[src/rtl/core/fsirc_pkg.sv]
// Shared types and codes for the first-seen id renumbering and count block.
// Used by fsirc_regs and first_seen_id_renumber_count; depends on nothing else.
package fsirc_pkg;

  // Transaction modes on the command port.
  localparam logic [1:0] MODE_OBSERVE = 2'd0;
  localparam logic [1:0] MODE_READ    = 2'd1;
  localparam logic [1:0] MODE_CLEAR   = 2'd2;

  // Register word indexes on the configuration port.
  localparam logic REG_NUM_VALUES = 1'b0;
  localparam logic REG_RENUMBER   = 1'b1;

  // Width of the id fields on the ports.
  localparam int IdPortW = 13;

  // Configuration seen by the core.
  typedef struct packed {
    logic [IdPortW-1:0] num_values;
    logic               renumber_enable;
  } cfg_t;

  // Sequencer states, one-hot.
  typedef enum logic [4:0] {
    ST_CLEAR = 5'b00001,
    ST_IDLE  = 5'b00010,
    ST_MAP   = 5'b00100,
    ST_BUMP  = 5'b01000,
    ST_READ  = 5'b10000
  } state_t;

endpackage

[src/rtl/core/fsirc_regs.sv]
// Configuration registers behind the APB-style port.
// Depends on fsirc_pkg for the register indexes and the cfg_t struct.
module fsirc_regs (
  input  logic               clk,
  input  logic               rst,
  input  logic               psel,
  input  logic               penable,
  input  logic               pwrite,
  input  logic [2:0]         paddr,
  input  logic [31:0]        pwdata,
  output logic [31:0]        prdata,
  output logic               pready,
  output fsirc_pkg::cfg_t    cfg
);

  logic wr_en;

  assign pready = 1'b1;
  assign wr_en  = psel && penable && pwrite;

  // Register writes; the word is picked by address bit 2.
  always_ff @(posedge clk) begin
    if (rst) begin
      cfg.num_values      <= 13'd4096;
      cfg.renumber_enable <= 1'b0;
    end else if (wr_en) begin
      if (paddr[2] == fsirc_pkg::REG_NUM_VALUES) begin
        cfg.num_values <= pwdata[fsirc_pkg::IdPortW-1:0];
      end else begin
        cfg.renumber_enable <= pwdata[0];
      end
    end
  end

  // Read back the addressed register.
  always_comb begin
    if (paddr[2] == fsirc_pkg::REG_RENUMBER) begin
      prdata = {31'd0, cfg.renumber_enable};
    end else begin
      prdata = {19'd0, cfg.num_values};
    end
  end

endmodule

[config.mk]
export PLATFORM = sky130hd
export DESIGN_NAME = fsirc_regs
export DESIGN_NICKNAME = d
export VERILOG_FILES = /design/src/rtl/core/fsirc_pkg.sv /design/src/rtl/core/fsirc_regs.sv
export SDC_FILE = /design/constraint.sdc
export NUM_CORES = 1
export LEC_CHECK = 0
export BUFFER_PORTS_ARGS = -buffer_cell sky130_fd_sc_hd__buf_2
export CAP_MARGIN = 20
export CELL_PAD_IN_SITES_DETAIL_PLACEMENT = 0
export CELL_PAD_IN_SITES_GLOBAL_PLACEMENT = 1
export CORE_AREA = 2 2 53 92
export CTS_CLUSTER_DIAMETER = 100
export DETAILED_ROUTE_END_ITERATION = 8
export DIE_AREA = 0 0 55 94
export PLACE_DENSITY_LB_ADDON = 0.1
export SYNTH_ARGS = -nofsm -noshare
export SYNTH_HDL_FRONTEND = slang
export SYNTH_SLANG_ARGS = --single-unit
[constraint.sdc]
create_clock -name clk -period 1.1 [get_ports clk]
set_clock_uncertainty 0.15 [all_clocks]
set_input_delay 0.22 -clock clk [delete_from_list [all_inputs] [get_ports clk]]
set_output_delay 0.22 -clock clk [all_outputs]
set_load 0.01 [all_outputs]
==> flow_results.org, run 1 <==
** Floorplanning
- During I/O placement, the number of pins put on the boundary was 87.
- Initial core utilization :: 0.203
- The floorplan step set the die width to approximately 55 um.
- In this run the vertical extent of the chip is between 90 and 100 um.
- Die footprint :: a little over 0.005 sq mm
- Core Box Area :: approximately 0.0044 sq mm
- The floorplan has 32 rows.

** Finish
- The register with the most flip-flops in the final layout is cfg.
- Regs by FF count :: cfg: 14 flops
- The repair_antennas step left the layout with diodes totalling 0.
- The register with the most flip-flops in the layout has 14 of them.
- Compared with the post-synthesis result, the final layout area differs by 62.3%.
- The layout has 477 filler cells.
- In the final layout, the share of cells above drive strength 1 is 0.548.
- In the final design database the tool counted ~200 nets.

** GRT
- Global-route wire length before repair :: roughly 3200 um
- The number of antenna violations at the first check in global routing was 0.
- Routing usage on met2 :: 0.148
- For this run the aggregate overflow at the end of global routing stands at 0.
- Global-route usage over all layers :: 0.0888
- GRT Max-Usage Layer :: met2
- Met3 routing resource usage after global routing :: 0.0191
- Met1 capacity usage during global routing :: 0.0966
- Entering global routing, the biggest net connects 28 pins.
- Vias in the first global route :: 680

** Critical path
- Critical Path Source :: cfg[1]$_SDFFE_PP0P_
- In this run the critical register-to-register path is captured at cfg[13]$_SDFFE_PP1P_.
- Critical path depth :: 2
- Family with the most delay on the worst path :: flip-flops
- Sum of buffers and inverters on the critical path :: 1
- In this design, the stage delay of the slowest critical-path cell is approximately 310 ps.
- Slowest stage cell, crit path :: dfxtp_1
- Flop-to-flop setup slack :: 140 ps
- STA classifies the critical path endpoint as an output port.
- Worst Setup Path Type :: flip-flop to output port
- The worst setup path is launched from a flip-flop.
- STA puts the critical path data required time at approximately 730 ps.
- RR Startpoint :: cfg[13]$_SDFFE_PP1P_
- Reg2Reg Depth :: 4
- Of all nets on the critical path, the largest fanout is 2.
- Worst path arrival time :: between 900 and 1000 ps
- Traced cell by cell, the critical path runs through mux2_2 -> buf_6.

** Clocking
- Clock slew at reported path FFs :: approximately 60 ps
- Root cell of the clock tree :: clkbuf_8
- H-tree depth reported by CTS :: 1
- Insertion delay to the later sink of the worst-skew pair :: 250 ps
- Post-CTS Hold Fix Bufs :: 0
- Sinks on Clock Net :: 14
- TritonCTS built the clock tree.
- Clock buffers created by TritonCTS :: 3
- Maximum clock insertion buffer count :: 2

** Yosys
- Seq/Total Area, Yosys :: 0.314
- The mapped netlist covers about 890 sq um.
- Post-synthesis instance total :: 97
- By area the synthesized netlist is led by dfxtp_1 31%, nand2b_1 18%, buf_4 17%, mux2i_1 16%, nor2b_1 7.0%.
- Yosys printed 0 warnings.
- Most common cell in the synthesized netlist :: nand2b_1
- dfxtp_1 takes more of the synthesized area than any other cell.
- Counting flops with a built-in enable in the synthesized netlist gives 0.
- Count of state elements after synthesis :: 14
- Leading cell types by count after synthesis :: 25 x nand2b_1, 20 x buf_4, 14 x dfxtp_1, 14 x mux2i_1, 10 x nor2b_1
- Of all flip-flops after synthesis, the portion carrying an async set or reset was 0.
- Most frequently used flop master after synthesis :: dfxtp_1
- Area share of the leading cell type in the synthesized netlist :: 0.314
- Average cell area after synthesis :: about 9 sq um
- Distinct cell type count after synthesis :: 14

** Power
- The analysis attributes to cell leakage a power of ~0.68 nW.
- For this design the ratio of total power to cell area is between 800 and 900 mW/mm^2.
- IR analysis of the VDD net gives a maximum drop of roughly 0.00034 V.

** Worst hold path
- Class of the most critical hold timing path :: input pin to flip-flop
- In this run the most critical hold path is launched from pwdata[3].
- The worst hold path terminates at cfg[4]$_SDFFE_PP0P_.
- Hold Path Cell Cnt :: 3

** Timing
- Tcrit/Tclk final :: 1.20
- Hold is met by about 59 ps.
- After layout, the worst setup slack is -225 ps.
- Final-report setup violation count :: 20
- The hold violation count in the final report is 0.
- Final number of max-transition violations :: 0
- Final min period :: 1330 ps
- Based on the critical path, the design can be clocked at up to 755 MHz.
- Setup repair after global routing could not meet its margin everywhere.

** Routing
- Via density :: 3.79
- # DRC :: 0
- In the final routed layout, each cell accounts on average for roughly 11 um.
- First-pass detailed-route iteration total :: 4
- Initial DRC Count :: 2
- Post-DRT Antenna Nets :: 0
- Wirelength, routed :: about 2300 um
- The final route contains 788 vias.

** Placed design
- Routability-driven placement finished with a final weighted congestion of around 0.62.
- Quantity of I/O buffers inserted on ports :: between 40 and 50
- Detailed-placement wirelength estimate :: 1540 um
- Worst slack after detailed placement :: -175 ps

** Status
- Failing checks :: negative setup slack
- The flow ran to the end, but the final reports show violations.

** Run
- Across the run, the number of max-cap violations was 0.
-- per-layer routing --
| metal | up-vias | wire, um |
|---|---|---|
| met4 | 0 | 57 |
| met3 | 5 | 163 |
| met5 | - | 0 |
| met2 | 37 | 1270 |
| li1 | 384 | - |
| met1 | 362 | 766 |
-- timing repair --
item / in CTS / in global routing
endpoints found under the setup margin: 27 / 27
resized for setup: 24 / 21
gates cloned: 0 / 0
buffers inserted: 8 / 5
-- power breakdown --
part	internal, W	switching [W]
Combinational	0.000114	0.000106
Clock	0.000318	0.000210
Sequential	0.000520	0.00000871
-- layout make-up --
type | instances | area (sq um) | area share
clock buffer | 4 | 55.1 | 0.0380
tap | 51 | 63.8 | 0.0441
timing repair buffer | 63 | 517 | 0.357
multi-input combinational | 76 | 517 | 0.357
sequential | 14 | 295 | 0.204
-- worst max path at each step --
| stage | endpoint | slack, ps |
|---|---|---|
| finish | prdata[0] | -230 |
| global route | prdata[0] | -250 |
| CTS | prdata[0] | -230 |
| detailed placement | cfg[12]$_SDFFE_PP0P_ | -170 |
| global placement | cfg[1]$_SDFFE_PP0P_ | -150 |
| floorplan | cfg[10]$_SDFFE_PP0P_ | 20 |
-- kinds of logic after synthesis --
family / share of synthesized area
DFF: 0.314
and+or+nand+nor: 0.292
muxes: 0.170
buffers and inverters: 0.216
other: 0.00842
-- tightest hold or removal path, delay by kind of cell --
kind / cells / cell delay [ps]
buffers and inverters: 1 / 90
multiplexers: 1 / 60
AND/OR/NAND/NOR: 1 / 50
-- through the flow --
step / total power [W] / util / cells / TNS, ps / cell area, sq um
final: 0.00128 / 0.329 / 208 / -2140 / 1450
after global routing: 0.00135 / 0.329 / 208 / -2900 / 1450
after CTS: 0.00127 / 0.295 / 203 / -2110 / 1300
after detailed placement: 0.000715 / 0.251 / 191 / -2630 / 1110
after global placement: 0.000714 / 0.251 / 191 / -2420 / 1110
after floorplan: 0.000696 / - / 115 / 0 / 960
-- placed cells by master (no fill, tap or decap) --
cell       n
conb_1    20
dfxtp_1    2
and4b_1    1
and2b_2    2
nand4_1    1
buf_4     12
clkbuf_8   4
buf_12     1
buf_6     25
buf_2     25
nor2b_1    6
nor2b_4    4
nand2b_1  25
dfxtp_2   12
mux2_2     1
nor2_1     2
mux2i_1   14
(Power assumes the default switching activity.)
==> run 2, diff against run 1 <==
Settings changed: CELL_PAD_IN_SITES_DETAIL_PLACEMENT 0 to 1, CELL_PAD_IN_SITES_GLOBAL_PLACEMENT 1 to 2, CORE_AREA 2 2 53 92 to 2 2 60 104, DIE_AREA 0 0 55 94 to 0 0 62 106.
==> run 2 against run 1 <==
Against the previous run:
- the flow still finishes with violations (negative setup slack)
- routed wire length increased by 12%
- combinational power increased by 2%
- power shrank 1.4%
- count of clock-buffer cells in the layout stayed put
- sequential power hardly changed
- final cell count rose by 12%
- global-route usage is 0.81 points lower
- hold slack improved by 15 ps
- fmax increased by 0.15%
- die area up 27%
- non-clock buffer count is 3 lower
==> flow_results.org, run 2 (synthesis gave the netlist of run 1 again) <==
** Status
- Status :: complete, but fails checks
- Failing checks :: negative setup slack

** Floorplanning
- The chip height came to 106 um (+13%).
- The placement row count was 37 (+16%).
- Die footprint :: 0.00657 sq mm (+27%)
- Initial core utilization :: 0.154 (-0.0484)
- Number of top-level pins :: 87 (unchanged)
- The width of the die came to 62 um (+13%).
- Core Box Area :: 0.00579 sq mm (+31%)

** Timing
- The number of slew-limit violations in the final report is 0 (unchanged).
- Post-layout worst setup margin :: -223 ps (+2.05 ps)
- The final-report setup violation count came to 21 (+5.0%).
- The share of the clock period used by the worst path was 1.20 (-0.00187).
- The highest clock rate was 756 MHz (+0.15%).
- Setup repair after global routing could not meet its margin everywhere.
- Number of endpoints with negative hold slack in the final report :: 0 (unchanged)
- Tightest hold margin :: 74.2 ps (+15.0 ps)
- The final critical delay including setup and external delays came to 1320 ps (-2.05 ps).

** Clocking
- TritonCTS built the clock tree.
- The register clock-pin slew on the reported worst setup and hold paths is 60 ps (about the same).
- The TritonCTS sink count was 14 (unchanged).
- Clock buffers created by TritonCTS :: 3 (unchanged)
- Insertion delay to the later sink of the worst-skew pair :: 240 ps (about the same)
- H-tree depth reported by CTS :: 1 (unchanged)
- Maximum clock insertion buffer count :: 2 (unchanged)
- In this run the clock root is driven by a clkbuf_8.

** Routing
- The routed via count divided by cell count is 3.39 (-10%).
- The post-detailed-route wirelength per cell is 10.9 um (+0.56%).
- Total via count in the routed design :: 787 (-0.13%)
- The number of nets with antenna violations after detailed routing is 0 (unchanged).
- The number of search-and-repair iterations in the first detailed-routing pass was 2 (-2).
- The total wire length after detailed routing is 2530 um (+12%).
- The post-detailed-route DRC marker count is 0 (unchanged).
- The first-iteration detailed-routing DRC count came to 11 (+9).

** Finish
- Register name with the most flops :: cfg
- P&R area growth vs syn :: 66.9%
- Leading cell types in the layout, fill and taps excluded :: 28 x buf_6, 25 x nand2b_1, 25 x buf_2, 20 x conb_1
- The count of inserted antenna diode cells came to 0 (unchanged).
- The final layout net count is 195 (-1.5%).
- Ratio of cells with drive above 1 in the final layout :: 0.552 (+0.00418)
- Flip-flop count of the largest register, all copies and words added :: 14 (unchanged)
- The final non-filler cell total was 232 (+12%).
- Leaving out fill and tap cells, the most frequent cell in the layout is buf_6.
- Regs by FF count :: cfg: 14 flops
- The post-route core utilization was 0.257 (-0.0714).

** GRT
- Maximum number of pins on one net before global-route repair :: 28 (unchanged)
- Global-route congestion overflow total :: 0 (unchanged)
- The overall global routing resource usage was 0.0807 (-0.00813).
- The number of global-route vias before repair is 825 (+21%).
- Initial antenna violation count :: 0 (unchanged)
- Global-route wire length before repair :: 3870 um (+21%)

** Power
- The clock network fraction of total power came to 0.400 (-0.013).
- Worst-case vdd ir drop :: 0.000282 V (-16%)
- The proportion of power drawn by combinational gates came to 0.180 (+0.007).
- Static power due to leakage :: 0.675 nW (-0.81%)
- Switching part of the total power :: 0.242 (-0.0124)
- The portion of total power attributed to sequential cells came to 0.420 (+0.006).
- The net load switching power came to 0.000305 W (-6.2%).
- The power per unit of standard cell area was 846 mW/mm^2 (-4.1%).
- The internal portion of total power is 0.000955 W (+0.25%).

** Placed design
- The routability-driven placement congestion ratio is 0.567 (-9.3%).
- The number of placed cells counting well taps was 217 (+14%).
- The number of buffers inserted by port buffering came to 45 (unchanged).
- The estimated wirelength of the detail-placed design is 1850 um (+20%).

** Critical path
- The critical path data required time came to 730 ps (about the same).
- Endpoint kind of the worst setup timing path :: output port
- The worst setup path is of the flip-flop to output port kind.
- The data arrival time at the worst-slack endpoint is 950 ps (about the same).
- Maximum net fanout on the critical path :: 2 (unchanged)
- CP Launch Type :: flip-flop

** Worst hold path
- Class of the most critical hold timing path :: input pin to flip-flop

** Run
- The max-capacitance violation count came to 0 (unchanged).
## run 2: cell count changes in the layout (fill, tap and decap cells not counted), sizes merged
cell  previous run  this run
buf             63        60
## run 2: worst paths after layout
kind,start,to,depth (start not counted),slack [ps]
max,cfg[1]$_SDFFE_PP0P_,prdata[0],2,-220
min,pwdata[11],cfg[12]$_SDFFE_PP0P_,3,70
max reg2reg,cfg[1]$_SDFFE_PP0P_,cfg[1]$_SDFFE_PP0P_,4,120
min reg2reg,cfg[12]$_SDFFE_PP0P_,cfg[12]$_SDFFE_PP0P_,2,340
## run 2: per-layer routing
| layer | part of all wire | GRT usage | vias up |
|---|---|---|---|
| li1 | - | - | 379 |
| met4 | 0.016 | 0.0410 | 0 |
| met1 | 0.33 | 0.0706 | 371 |
| met3 | 0.053 | 0.0146 | 4 |
| met5 | 0 | 0 | - |
| met2 | 0.60 | 0.157 | 33 |
## run 2: through the flow
step | setup TNS (ps) | area, sq um | total power [W] | worst slack [ps]
5_1_grt | -2880 | 1490 | 0.00134 | -249
2_1_floorplan | 0 | 960 | 0.000696 | 18.3
4_1_cts | -2290 | 1370 | 0.00127 | -232
3_3_place_gp | -2080 | 1140 | 0.000721 | -134
6_report | -2080 | 1490 | 0.00126 | -223
3_5_place_dp | -2480 | 1140 | 0.000722 | -198
## run 2: final cells by class
type / instances / area (sq um)
Tap cell: 78 / 97.6
Timing Repair Buffer: 60 / 518
Sequential cell: 14 / 298
Clock buffer: 4 / 55.1
Fill cell: 689 / 4300
Multi-Input combinational cell: 76 / 520
## run 2: critical path, cell delays in order, from the launching register on
cell and delay [ps]:
dfxtp_2 320, mux2_4 270, buf_6 120
## run 2: power by group through the flow
stage	clock, W	combinational [W]	sequential [W]
floorplan	0	0.000155	0.000542
global placement	0	0.000184	0.000537
detailed placement	0	0.000185	0.000537
CTS	0.000532	0.000212	0.000528
global route	0.000558	0.000250	0.000530
finish	0.000504	0.000226	0.000529
## run 2: repair_timing
item / in CTS / in global routing
buffers inserted: 7 / 4
gates resized for setup: 32 / 16
cloned: 0 / 0
hold buffers: 0 / 0
endpoints found under the setup margin: 26 / 27
==> run 3, diff against run 2 <==
Settings changed: RECOVER_POWER from default to 25.
==> run 3 against run 2 <==
Against the previous run:
- the run still ends with negative setup slack left
- sequential share of layout area grew 0.17 points
- critical path depth stayed put
- hold slack is essentially flat
- count of clock-buffer cells in the layout did not move
- power fell by 0.26%
- final cell count stayed put
- global-route usage unchanged
- critical endpoint unchanged
==> flow_results.org, run 3 (synthesis gave the netlist of run 1 again) <==
** Finish
- Register name with the most flops :: cfg
- Leaving out fill and tap cells, the most frequent cell in the layout is buf_6.
- The count of inserted antenna diode cells was 0 (unchanged).
- Total Nets Final :: 195 (unchanged)
- In the layout the commonest cells are 28 x buf_6, 25 x nand2b_1, 24 x buf_2, 20 x conb_1.
- The number of flip-flops under the largest register name came to 14 (unchanged).
- Ratio of cells with drive above 1 in the final layout :: 0.552 (unchanged)
- The largest registers in the layout are cfg: 14 flops.
- The area growth from synthesis to layout is 65.5%.

** Critical path
- In this run the worst setup path begins at cfg[1]$_SDFFE_PP0P_.
- Worst Setup Path Type :: flip-flop to output port
- Maximum net fanout on the critical path :: 2 (unchanged)
- The length in cells of the worst reg-to-reg path is 4 (unchanged).
- Maximum single-stage delay on the critical path :: 320 ps (about the same)
- The startpoint identified for the worst register-to-register timing path is cfg[1]$_SDFFE_PP0P_.
- For this design, the slowest cell found on the critical path is dfxtp_2.
- Worst path arrival time :: 950 ps (about the same)
- Terminus of the critical flop-to-flop path :: cfg[1]$_SDFFE_PP0P_
- The slack of the worst reg-to-reg path was 110 ps (about the same).
- Cell-by-cell trace of the critical path :: mux2_4 -> buf_6
- Sum of buffers and inverters on the critical path :: 1 (unchanged)
- The kind of cell with the highest combined delay along the critical path is flip-flops.
- Endpoint kind of the worst setup timing path :: output port
- CP Launch Type :: flip-flop
- Worst EP required :: 730 ps (about the same)

** Routing
- The post-detailed-route DRC marker count is 0 (unchanged).
- The number of search-and-repair iterations in the first detailed-routing pass is 2 (unchanged).
- The total wire length after detailed routing is 2560 um (+1.2%).
- Initial DRC Count :: 10 (-1)
- The number of nets with antenna violations after detailed routing came to 0 (unchanged).
- The post-detailed-route wirelength per cell is 11.0 um (+1.2%).
- The routed via count divided by cell count is 3.40 (+0.25%).
- The number of vias after detailed routing came to 789 (+0.25%).

** Timing
- The highest clock rate is 755 MHz (about the same).
- Number of endpoints with negative hold slack in the final report :: 0 (unchanged)
- Post-route setup TNS :: -2100 ps (-20.3 ps)
- Tightest hold margin :: 74.4 ps (+0.187 ps)
- Final-report setup violation count :: 22 (+4.8%)
- The final critical-path setup slack was -224 ps (-0.885 ps).
- RSZ-0062 raised after global routing :: yes
- Final min period :: 1320 ps (+0.885 ps)
- Tcrit/Tclk final :: 1.20 (about the same)
- Final number of max-transition violations :: 0 (unchanged)

** Clocking
- The TritonCTS sink count is 14 (unchanged).
- Maximum clock insertion buffer count :: 2 (unchanged)
- The tree is rooted in a clkbuf_8.
- The number of H-tree branching levels is 1 (unchanged).
- Insertion delay to the later sink of the worst-skew pair :: 240 ps (about the same)
- Clock buffers created by TritonCTS :: 3 (unchanged)
- TritonCTS built the clock tree.
- The register clock-pin slew on the reported worst setup and hold paths came to 60 ps (about the same).
- Post-CTS Hold Fix Bufs :: 0 (unchanged)

** Worst hold path
- Hold Startpoint :: pwdata[11]
- The number of cells on the worst hold path came to 3 (unchanged).
- The worst hold path terminates at cfg[12]$_SDFFE_PP0P_.
- Class of the most critical hold timing path :: input pin to flip-flop

** Power
- Power density over cell area :: 851 mW/mm^2 (+0.58%)
- The leakage power was 0.672 nW (-0.40%).
- The maximum vdd ir drop was 0.000281 V (about the same).

** GRT
- The global-route wire length before repair came to 3870 um (unchanged).
- Maximum number of pins on one net before global-route repair :: 28 (unchanged)
- The number of global-route vias before repair was 825 (unchanged).
- Initial antenna violation count :: 0 (unchanged)
- Global-route congestion overflow total :: 0 (unchanged)
- Global-route usage over all layers :: 0.0807 (unchanged)

** Floorplanning
- The width of the die came to 62 um (unchanged).
- Die footprint :: 0.00657 sq mm (unchanged)
- The initial cell density of the core came to 0.154 (unchanged).
- The placeable core region is 0.00579 sq mm (unchanged).
- The placement row count is 37 (unchanged).
- Vert. Die Dim :: 106 um (unchanged)
- Number of top-level pins :: 87 (unchanged)

** Status
- Status :: complete, but fails checks
- Failing checks :: negative setup slack

** Placed design
- The routability-driven placement congestion ratio is 0.567 (unchanged).
- Quantity of I/O buffers inserted on ports :: 45 (unchanged)
- The worst-case setup slack after placement was -198 ps (unchanged).
- The estimated wirelength of the detail-placed design was 1850 um (unchanged).

** Run
- The max-capacitance violation count is 0 (unchanged).
## run 3: cell types whose count changed in the layout (fill, tap and decap cells not counted), sizes merged
cell    delta
clkbuf     +1
buf        -1
## run 3: how the worst max path moves through the flow
stage / slack, ps / to / cells after the start
3_3_place_gp: -130 / cfg[6]$_SDFFE_PP0P_ / 4
6_report: -220 / prdata[0] / 2
4_1_cts: -230 / prdata[0] / 2
2_1_floorplan: 20 / cfg[10]$_SDFFE_PP0P_ / 4
5_1_grt: -250 / prdata[0] / 2
3_5_place_dp: -200 / cfg[1]$_SDFFE_PP0P_ / 4
## run 3: through the flow
step           cells  cell area, sq um   util  power, W
6_report         232              1480  0.255   0.00126
5_1_grt          232              1480  0.255   0.00134
4_1_cts          228              1370  0.237   0.00127
3_5_place_dp     217              1140  0.198  0.000722
3_3_place_gp     217              1140  0.198  0.000721
2_1_floorplan    115               960      -  0.000696
## run 3: repair_timing
action                                  CTS  global route
gates resized for setup                  32            16
setup buffers                             7             4
endpoints found under the setup margin   26            27
## run 3: layer usage
metal | GRT usage | up-vias | part of all wire
met4 | 0.0410 | 0 | 0.016
met2 | 0.157 | 33 | 0.62
met1 | 0.0706 | 374 | 0.31
met5 | 0 | - | 0
met3 | 0.0146 | 4 | 0.052
li1 | - | 378 | -
## run 3: tightest hold or removal path, cell delays in order
cell and delay (ps):
buf_2 90, nand2b_1 60, mux2i_1 60
## run 3: power breakdown
| part | switching [W] | total, W | leakage, nW | internal [W] |
|---|---|---|---|---|
| sequential | 0.00000882 | 0.000529 | 0.119 | 0.000521 |
| clock | 0.000186 | 0.000503 | 0.0288 | 0.000317 |
| combinational | 0.000109 | 0.000223 | 0.524 | 0.000115 |
## run 3: final cells by class
| cell class | count | area, sq um |
|---|---|---|
| fill | 691 | 4310 |
| multi-input combinational | 76 | 520 |
| timing repair buffer | 60 | 505 |
| sequential | 14 | 298 |
| tap | 78 | 97.6 |
| clock buffer | 4 | 55.1 |
